==> config.mk <==
export PLATFORM = sky130hd
export DESIGN_NAME = bounding_sphere_merge
export DESIGN_NICKNAME = d
export VERILOG_FILES = /design/src/design/bsm_pkg.sv /design/src/design/bounding_sphere_merge.sv
export SDC_FILE = /design/constraint.sdc
export NUM_CORES = 2
export LEC_CHECK = 0
export BUFFER_PORTS_ARGS = -buffer_cell sky130_fd_sc_hd__buf_2
export CORE_UTILIZATION = 45
export CTS_CLUSTER_DIAMETER = 30
export DETAILED_ROUTE_END_ITERATION = 8
export PLACE_DENSITY = 0.61
export REMOVE_ABC_BUFFERS = 1
export SLEW_MARGIN = 15
export SYNTH_ARGS = -nofsm -noshare
export SYNTH_HDL_FRONTEND = slang
export SYNTH_SLANG_ARGS = --single-unit
export TNS_END_PERCENT = 50
==> constraint.sdc <==
create_clock -name clk -period 8.7 [get_ports clk]
set_clock_uncertainty 0.1 [all_clocks]
set_input_delay 0.87 -clock clk [delete_from_list [all_inputs] [get_ports clk]]
set_output_delay 0.87 -clock clk [all_outputs]
set_load 0.02 [all_outputs]
==> src/design/bsm_pkg.sv <==
// Shared types and codes for the bounding sphere merge block.
package bsm_pkg;

	// result action codes
	typedef enum logic [1:0] {
		ACT_LOAD  = 2'd0,
		ACT_KEEP  = 2'd1,
		ACT_REPL  = 2'd2,
		ACT_MERGE = 2'd3
	} action_t;

	// sequencer states, one-hot
	typedef enum logic [7:0] {
		ST_IDLE  = 8'b0000_0001,
		ST_DIFF  = 8'b0000_0010,
		ST_SQR   = 8'b0000_0100,
		ST_SQRT  = 8'b0000_1000,
		ST_MUL   = 8'b0001_0000,
		ST_DIV   = 8'b0010_0000,
		ST_AXIS  = 8'b0100_0000,
		ST_OUT   = 8'b1000_0000
	} state_t;

endpackage

==> src/design/bounding_sphere_merge.sv <==
// Top level: running bounding sphere with bit-serial square root and division.
// A load's result is registered in the cycle after it is accepted. When one
// sphere contains the other, the item takes W+1 step squares and a W+2 step root;
// a merge adds a W+1 step multiply and a 2W+2 step divide per axis.
// One item is worked at a time; the next is taken once the result is taken.
// Reset clears the held sphere to the zero sphere at the origin.
module bounding_sphere_merge #(
	parameter int COORD_WIDTH = 24
) (
	input  logic                          clk,
	input  logic                          arst_n,
	input  logic                          in_valid,
	output logic                          in_stall,
	input  logic signed [COORD_WIDTH-1:0] sphere_x,
	input  logic signed [COORD_WIDTH-1:0] sphere_y,
	input  logic signed [COORD_WIDTH-1:0] sphere_z,
	input  logic        [COORD_WIDTH-2:0] sphere_radius,
	input  logic                          start_list,
	input  logic                          last_sphere,
	output logic                          out_valid,
	input  logic                          out_stall,
	output logic signed [COORD_WIDTH-1:0] bound_x,
	output logic signed [COORD_WIDTH-1:0] bound_y,
	output logic signed [COORD_WIDTH-1:0] bound_z,
	output logic        [COORD_WIDTH-2:0] bound_radius,
	output bsm_pkg::action_t              merge_action,
	output logic                          radius_clipped,
	output logic                          list_done
);
	import bsm_pkg::*;

	localparam int W   = COORD_WIDTH;
	localparam int DW  = W + 1;          // difference magnitude width
	localparam int SQW = 2 * DW + 2;     // sum of three squares
	localparam int RTW = DW + 1;         // root width
	localparam int PW  = 2 * DW;         // product width
	localparam int CW  = $clog2(SQW + 1);

	state_t state_q;
	logic [CW-1:0] cnt_q;
	logic [1:0]    ax_q;

	// captured item
	logic signed [W-1:0] x_q, y_q, z_q;
	logic [W-2:0]        r_q;
	logic                last_q;
	// held bound
	logic signed [W-1:0] hx_q, hy_q, hz_q;
	logic [W-2:0]        hr_q;

	// per-axis differences
	logic [DW-1:0] m_q [3];
	logic          sn_q [3];
	logic [DW-1:0] drm_q;
	logic          drn_q;

	// serial square / multiply: shift-add
	logic [PW-1:0]  acc_q;
	logic [DW-1:0]  mplr_q;
	logic [SQW-1:0] d2_q;

	// serial root
	logic [SQW-1:0] rem_q;
	logic [SQW-1:0] rad_q;
	logic [RTW-1:0] root_q;

	// serial divide
	logic [PW-1:0]  num_q;
	logic [RTW:0]   drem_q;
	logic [PW-1:0]  quo_q;

	// output register
	logic out_full_q;
	logic signed [W-1:0] ox_q, oy_q, oz_q;
	logic [W-2:0] or_q;
	action_t oact_q;
	logic oclip_q, olast_q;

	logic in_acc, out_acc;
	assign in_acc  = in_valid && !in_stall;
	assign out_acc = out_valid && !out_stall;
	assign in_stall = (state_q != ST_IDLE) || out_full_q;

	// current axis selections
	logic signed [W-1:0] c_sel, hc_sel;
	logic [DW-1:0] m_sel;
	logic          sn_sel;
	always_comb begin
		unique case (ax_q)
			2'd0: begin c_sel = x_q; hc_sel = hx_q; end
			2'd1: begin c_sel = y_q; hc_sel = hy_q; end
			default: begin c_sel = z_q; hc_sel = hz_q; end
		endcase
		m_sel  = m_q[ax_q];
		sn_sel = sn_q[ax_q];
	end

	// differences
	logic signed [W:0] dx, dy, dz, dr;
	always_comb begin
		dx = {x_q[W-1], x_q} - {hx_q[W-1], hx_q};
		dy = {y_q[W-1], y_q} - {hy_q[W-1], hy_q};
		dz = {z_q[W-1], z_q} - {hz_q[W-1], hz_q};
		dr = {2'b00, r_q} - {2'b00, hr_q};
	end

	// shift-add step
	logic [PW-1:0] acc_nx;
	assign acc_nx = mplr_q[0] ? acc_q + (PW'(m_sel) << (DW - 1)) : acc_q;

	// root step (radix 2, two bits of radicand per step)
	logic [SQW-1:0] rem_sh, trial;
	logic [RTW-1:0] root_sh;
	assign rem_sh  = {rem_q[SQW-3:0], rad_q[SQW-1:SQW-2]};
	assign root_sh = {root_q[RTW-2:0], 1'b0};
	assign trial   = SQW'({root_sh, 1'b1});

	// divide step
	logic [RTW:0] drem_sh;
	assign drem_sh = {drem_q[RTW-1:0], num_q[PW-1]};

	// axis result
	logic signed [W+2:0] qs, sum, hh;
	logic signed [W-1:0] cl;
	always_comb begin
		qs = (sn_sel != drn_q) ? -$signed((W+3)'(quo_q)) : $signed((W+3)'(quo_q));
		sum = $signed((W+3)'(c_sel)) + $signed((W+3)'(hc_sel)) + qs;
		hh = sum >>> 1;
		if (hh > $signed((W+3)'({1'b0, {(W-1){1'b1}}})))
			cl = {1'b0, {(W-1){1'b1}}};
		else if (hh < -$signed((W+3)'({1'b0, {(W-1){1'b1}}})) - 1)
			cl = {1'b1, {(W-1){1'b0}}};
		else
			cl = W'(hh);
	end

	// merged radius
	logic [RTW+1:0] nr;
	assign nr = ({3'b000, r_q} + {3'b000, hr_q} + {1'b0, root_q}) >> 1;

	// sequencer
	always_ff @(posedge clk or negedge arst_n) begin
		if (!arst_n) begin
			state_q <= ST_IDLE;
			cnt_q <= '0;
			ax_q <= '0;
			out_full_q <= 1'b0;
			hx_q <= '0; hy_q <= '0; hz_q <= '0; hr_q <= '0;
		end else begin
			if (out_acc)
				out_full_q <= 1'b0;
			unique case (state_q)
				ST_IDLE: begin
					if (in_acc) begin
						x_q <= sphere_x; y_q <= sphere_y; z_q <= sphere_z;
						r_q <= sphere_radius; last_q <= last_sphere;
						if (start_list) begin
							hx_q <= sphere_x; hy_q <= sphere_y; hz_q <= sphere_z;
							hr_q <= sphere_radius;
							ox_q <= sphere_x; oy_q <= sphere_y; oz_q <= sphere_z;
							or_q <= sphere_radius; oact_q <= ACT_LOAD;
							oclip_q <= 1'b0; olast_q <= last_sphere;
							out_full_q <= 1'b1;
						end else
							state_q <= ST_DIFF;
					end
				end
				ST_DIFF: begin
					m_q[0] <= dx[W] ? DW'(-dx) : DW'(dx); sn_q[0] <= dx[W];
					m_q[1] <= dy[W] ? DW'(-dy) : DW'(dy); sn_q[1] <= dy[W];
					m_q[2] <= dz[W] ? DW'(-dz) : DW'(dz); sn_q[2] <= dz[W];
					drm_q <= dr[W] ? DW'(-dr) : DW'(dr); drn_q <= dr[W];
					d2_q <= '0;
					ax_q <= '0;
					acc_q <= '0;
					mplr_q <= dx[W] ? DW'(-dx) : DW'(dx);
					cnt_q <= '0;
					state_q <= ST_SQR;
				end
				ST_SQR: begin
					// one multiplier bit per cycle
					if (cnt_q == CW'(DW - 1)) begin
						d2_q <= d2_q + SQW'(acc_nx);
						acc_q <= '0;
						cnt_q <= '0;
						if (ax_q == 2'd2) begin
							state_q <= ST_SQRT;
							rem_q <= '0; root_q <= '0;
						end else begin
							ax_q <= ax_q + 2'd1;
							mplr_q <= m_q[ax_q + 2'd1];
						end
					end else begin
						acc_q <= acc_nx >> 1;
						mplr_q <= mplr_q >> 1;
						cnt_q <= cnt_q + 1'b1;
					end
					if (cnt_q == CW'(DW - 1) && ax_q == 2'd2)
						rad_q <= d2_q + SQW'(acc_nx);
				end
				ST_SQRT: begin
					if (cnt_q == CW'(RTW)) begin
						// d2 > dr^2 exactly when root > |dr|, or root == |dr| with a remainder
						if (root_q > RTW'(drm_q) || (root_q == RTW'(drm_q) && rem_q != '0)) begin
							cnt_q <= '0; ax_q <= '0; acc_q <= '0;
							mplr_q <= drm_q;
							state_q <= ST_MUL;
						end else begin
							// contained or touching
							if (r_q > hr_q) begin
								hx_q <= x_q; hy_q <= y_q; hz_q <= z_q; hr_q <= r_q;
								ox_q <= x_q; oy_q <= y_q; oz_q <= z_q; or_q <= r_q;
								oact_q <= ACT_REPL;
							end else begin
								ox_q <= hx_q; oy_q <= hy_q; oz_q <= hz_q; or_q <= hr_q;
								oact_q <= ACT_KEEP;
							end
							oclip_q <= 1'b0; olast_q <= last_q;
							out_full_q <= 1'b1;
							state_q <= ST_IDLE;
						end
					end else begin
						if (rem_sh >= trial) begin
							rem_q <= rem_sh - trial;
							root_q <= root_sh | RTW'(1);
						end else begin
							rem_q <= rem_sh;
							root_q <= root_sh;
						end
						rad_q <= rad_q << 2;
						cnt_q <= cnt_q + 1'b1;
					end
				end
				ST_MUL: begin
					// |diff| * |dr|, one bit per cycle
					if (cnt_q == CW'(DW - 1)) begin
						num_q <= acc_nx; drem_q <= '0; quo_q <= '0;
						cnt_q <= '0;
						state_q <= ST_DIV;
					end else begin
						acc_q <= acc_nx >> 1;
						mplr_q <= mplr_q >> 1;
						cnt_q <= cnt_q + 1'b1;
					end
				end
				ST_DIV: begin
					// restoring division, one quotient bit per cycle
					num_q <= num_q << 1;
					if (drem_sh >= {1'b0, root_q}) begin
						drem_q <= drem_sh - {1'b0, root_q};
						quo_q <= {quo_q[PW-2:0], 1'b1};
					end else begin
						drem_q <= drem_sh;
						quo_q <= {quo_q[PW-2:0], 1'b0};
					end
					if (cnt_q == CW'(PW - 1)) begin
						cnt_q <= '0;
						state_q <= ST_AXIS;
					end else
						cnt_q <= cnt_q + 1'b1;
				end
				ST_AXIS: begin
					unique case (ax_q)
						2'd0: ox_q <= cl;
						2'd1: oy_q <= cl;
						default: oz_q <= cl;
					endcase
					if (ax_q == 2'd2)
						state_q <= ST_OUT;
					else begin
						ax_q <= ax_q + 2'd1;
						acc_q <= '0;
						mplr_q <= drm_q;
						state_q <= ST_MUL;
					end
				end
				ST_OUT: begin
					if (nr > (RTW+2)'({(W-1){1'b1}})) begin
						or_q <= {(W-1){1'b1}}; hr_q <= {(W-1){1'b1}};
						oclip_q <= 1'b1;
					end else begin
						or_q <= (W-1)'(nr); hr_q <= (W-1)'(nr);
						oclip_q <= 1'b0;
					end
					hx_q <= ox_q; hy_q <= oy_q; hz_q <= oz_q;
					oact_q <= ACT_MERGE; olast_q <= last_q;
					out_full_q <= 1'b1;
					state_q <= ST_IDLE;
				end
				default: state_q <= ST_IDLE;
			endcase
		end
	end

	assign out_valid      = out_full_q;
	assign bound_x        = ox_q;
	assign bound_y        = oy_q;
	assign bound_z        = oz_q;
	assign bound_radius   = or_q;
	assign merge_action   = oact_q;
	assign radius_clipped = oclip_q;
	assign list_done      = olast_q;

endmodule

==> impl_metrics.yaml <==
run_status:
  outcome: "finished, final reports clean"
clocking:
  worst_setup_hold_path_clk_slew_ns: 0.05
  clock_path_buffers: 3
  cts.sink_count: 770
  clock-root-buffer: "sky130_fd_sc_hd__clkbuf_16"
  h_tree_levels: 4
  cts-buffers-inserted: 189
  cts.repair_timing.setup_buffer_count: 0
  cts_tree: "built"
  clkLatencyLatePin_ns: 0.79
floorplan:
  floorplan.die.height_um: 344.5
  num_io_pins: 202
  core_area_um2: 116200
  floorplan.die.width_um: 344.5
  floorplan.initialDensity_pct: 45.44
  design.die.area_um2: 118700
  core.rowCount: 125
worst_setup_path:
  timing.critical_path.max_delay_family: "compound AO/OA/AOI/OAI gates"
  worstSetupStartpointType: "flip-flop"
  cp_max_fo: 6
  crit_chain: "nor4_1, nand4b_1, nor3b_1, a21oi_1, xnor2_1, fa_1, inv_1, ha_1, nand3_1, o22ai_1, a211oi_1, a21boi_0, o41ai_1, xnor2_1, o21a_1, a21oi_1, o21ai_0, a21oi_1"
  r2r-start: "quo_q[2]$_SDFFCE_PN0P_"
  critical_path_arrival_ns: 7.52
  setup.worst_path.end_class: "flip-flop"
  timing.critical_path.slowest_stage_cell: "sky130_fd_sc_hd__nor3b_1"
  worst_path_most_repeated_cell: "sky130_fd_sc_hd__a21oi_1"
  cp.required_ns: 9.23
  worstRegToRegCells: 18
  critical_path_class: "flip-flop to flip-flop"
  slowest_delay_ns: 0.93
  critical_path.n_buffers_inverters: 1
  cp.depth: 18
  critical_path_origin: "quo_q[2]$_SDFFCE_PN0P_"
  register_to_register_setup_slack_ns: 1.71
global_route:
  grt_max_degree: 110
  grt_pass1_wl_um: 251400
  via_count_of_the_first_global_routing_pass: 43170
  global_route.usage.total_pct: 27.27
  number_of_antenna_violations_at_the_first_check_in_global_routing: 1
  global_route.overflow_total: 0
sta:
  final_max_slew_viol_count: 0
  time_the_final_worst_path_needs_with_i_o_delays_and_setup_ns: 6.989
  maxClockFrequency_mhz: 143.1
  setup-violations-final: 0
  timing_worst_slew_pin_value_ns: 1.168
  setup_repair_after_global_routing_missed_its_margin: "no"
  hold_viol_final: 0
  slew-limit-headroom_pct: 22.15
  layout_worst_path_cycle_share_pct: 80.33
  hold_slack_ns: 0.1744
pwr:
  totalPowerFinal_mw: 12.43
  powerDensity_nw_per_um2: 200.6
  vdd_ir_drop_max_mv: 0.2048
  power_leakage_nw: 25.31
worst_hold_path:
  hold_path.startpoint: "sphere_radius[19]"
  min-delay-path-class: "input pin to flip-flop"
  worst_hold_path_stage_count: 1
yosys:
  synth_largest_type_area_fraction_pct: 37.42
  synth_compound_gate_area_share_pct: 19.99
  synth_mux_area_share_pct: 3.946
  synth_xor_area_share_pct: 5.856
  synth_seq_cells: 770
  syn-instance-count: 5402
  synth_top_area_cell: "sky130_fd_sc_hd__edfxtp_1"
  most_instantiated_flip_flop_cell_in_the_synthesis_netlist: "sky130_fd_sc_hd__edfxtp_1"
  synth_area_per_cell_um2: 9.774
  synth_edf_count: 658
  post_synth_main_area_contributors: "sky130_fd_sc_hd__edfxtp_1 (37%), sky130_fd_sc_hd__ha_1 (7.4%), sky130_fd_sc_hd__dfrtp_1 (5.3%)"
  synthAdderAreaFrac_pct: 9.493
  synth_sequential_area_ratio_pct: 42.73
  synthSimpleGateAreaFrac_pct: 13.56
  synth_top_family_by_area: "compound AO/OA/AOI/OAI gates"
  yosysWarningCount: 0
  synthDistinctLibCells: 96
  ffs_w_async_s_r_synth_pct: 14.55
  post_synth_most_frequent_cells: "sky130_fd_sc_hd__edfxtp_1 (658), sky130_fd_sc_hd__nor2_1 (472), sky130_fd_sc_hd__nand2_1 (463)"
  synth_most_common_cell: "sky130_fd_sc_hd__edfxtp_1"
  synthesis.area_um2: 52800
layout:
  fraction_of_layout_instances_using_a_drive_strength_above_1_pct: 11.48
  instances_no_fill: 7292
  finish.net_count: 6076
  syn_to_final_growth_pct: 17.34
  final_util_pct: 53.31
detailed_routing:
  drc_violation_total_after_the_first_tritonroute_iteration: 3741
  routed_length_on_met1_um: 70780
  drc_markers: 0
  detail_route.vias_per_cell: 5.985
  top_signal_layer_used: "met4"
  final_antenna_net_count: 0
  dr_total_vias: 43640
  route.detailed.wl_per_inst_um: 22.34
  wl_met3_um: 9289
  detail_route.wirelength_um: 162900
  wl_met2_um: 77380
  detailedRoute.firstPassIterationCount: 7
placement:
  place.detailed.instances: 6939
  dpl.hpwl_um: 117500
  gp_congestion: 0.9096
  numPortBuffers: 201
job:
  max-cap-violations: 0
## report_power, final
part | total [mW] | switching, mW | internal [mW] | leakage (nW)
Sequential | 4.19 | 0.0544 | 4.13 | 7.78
Clock | 7.18 | 2.24 | 4.94 | 3.13
Combinational | 1.06 | 0.607 | 0.453 | 14.4
Total | 12.4 | 2.90 | 9.53 | 25.3
## per-layer routing
layer	GRT usage [%]	vias to the layer above
li1	-	20530
met1	36.15	21330
met3	4.178	299
met4	10.67	0
met2	44.71	1476
met5	0	-
## worst register-to-register path: cells and delay by family (launching register included)
| kind | cells | cell delay (ns) |
|---|---|---|
| AOI/OAI and AO/OA | 9 | 3.11 |
| xor gates and xnor gates | 2 | 0.38 |
| adders and majority gates | 2 | 0.80 |
| buffers and inverters | 1 | 0.05 |
| DFF | 1 | 0.48 |
| and+or+nand+nor | 4 | 1.92 |
## flip-flops by register name (all words and copies together) (netlist names), 25 cells and up
name / cells
d2_q: 52
rem_q: 52
drem_q: 26
drm_q: 25
acc_q: 49
m_q: 75
rad_q: 52
quo_q: 27
num_q: 50
root_q: 26
mplr_q: 25
## through the flow
step                      setup WS, ns  area (um^2)  TNS, ns
after floorplan                 -4.936        51840  -934.69
after global placement           1.973        55390        0
after detailed placement         1.773        55390        0
after CTS                        1.707        61920        0
after global routing             1.271        61950        0
final                            1.711        61950        0
## cell usage in the layout (no fill, tap or decap), types with 36 or more instances in the layout
master	netlist	routed
sky130_fd_sc_hd__a211oi_1	51	50
sky130_fd_sc_hd__a21o_1	139	139
sky130_fd_sc_hd__a21oi_1	392	392
sky130_fd_sc_hd__a222oi_1	78	78
sky130_fd_sc_hd__a22o_1	42	42
sky130_fd_sc_hd__a31oi_1	58	58
sky130_fd_sc_hd__and2_1	83	78
sky130_fd_sc_hd__and3_1	37	36
sky130_fd_sc_hd__buf_2	13	200
sky130_fd_sc_hd__buf_4	1	55
sky130_fd_sc_hd__clkbuf_16	0	196
sky130_fd_sc_hd__dfrtp_1	111	110
sky130_fd_sc_hd__edfxtp_1	658	658
sky130_fd_sc_hd__fa_1	56	56
sky130_fd_sc_hd__ha_1	311	309
sky130_fd_sc_hd__inv_1	366	366
sky130_fd_sc_hd__mux2i_1	180	180
sky130_fd_sc_hd__nand2_1	463	463
sky130_fd_sc_hd__nand3_1	127	127
sky130_fd_sc_hd__nand4_1	45	45
sky130_fd_sc_hd__nor2_1	472	463
sky130_fd_sc_hd__nor3_1	69	69
sky130_fd_sc_hd__o211ai_1	101	101
sky130_fd_sc_hd__o21a_1	57	56
sky130_fd_sc_hd__o21ai_0	316	315
sky130_fd_sc_hd__o21bai_1	38	38
sky130_fd_sc_hd__o2bb2ai_1	57	57
sky130_fd_sc_hd__xnor2_1	209	209
sky130_fd_sc_hd__xor2_1	144	144
## cell families (layout without fill, tap and decap cells)
family,count (synthesis),in the layout
AND/OR/NAND/NOR,1523,1523
AO/OA/AOI/OAI,1569,1569
other,1,2
buffers and inverters,614,979
multiplexers,205,205
XOR/XNOR,353,353
flip-flops,770,770
adder cells (fa/ha/maj),367,367
## final cells by class
class / instances / area, um^2
Antenna cell: 1 / 2.502
Clock buffer: 228 / 5075
Clock inverter: 122 / 1441
Fill cell: 10460 / 54250
Inverter: 367 / 1378
Multi-Input combinational cell: 4018 / 28040
Sequential cell: 770 / 22560
Tap cell: 1524 / 1907
Timing Repair Buffer: 262 / 1543
## path summary, 6_finish.rpt
path | endpoint
setup reg to reg | bound_y[0]$_DFFE_PP_
min in group asynchronous | hr_q[6]$_DFFE_PN0P_
max in group asynchronous | hr_q[15]$_DFFE_PN0P_
hold / removal | r_q[19]$_DFFE_PP_
hold reg to reg | num_q[8]$_DFFE_PP_
setup / recovery | bound_y[0]$_DFFE_PP_
## what timing repair did
| item | CTS | global route |
|---|---|---|
| hold buffers | 1 | 0 |
| setup endpoints to repair | 0 | 0 |
| gates resized for setup | 0 | 0 |
| hold endpoints to repair | 18 | 0 |
(Power assumes the default switching activity.)
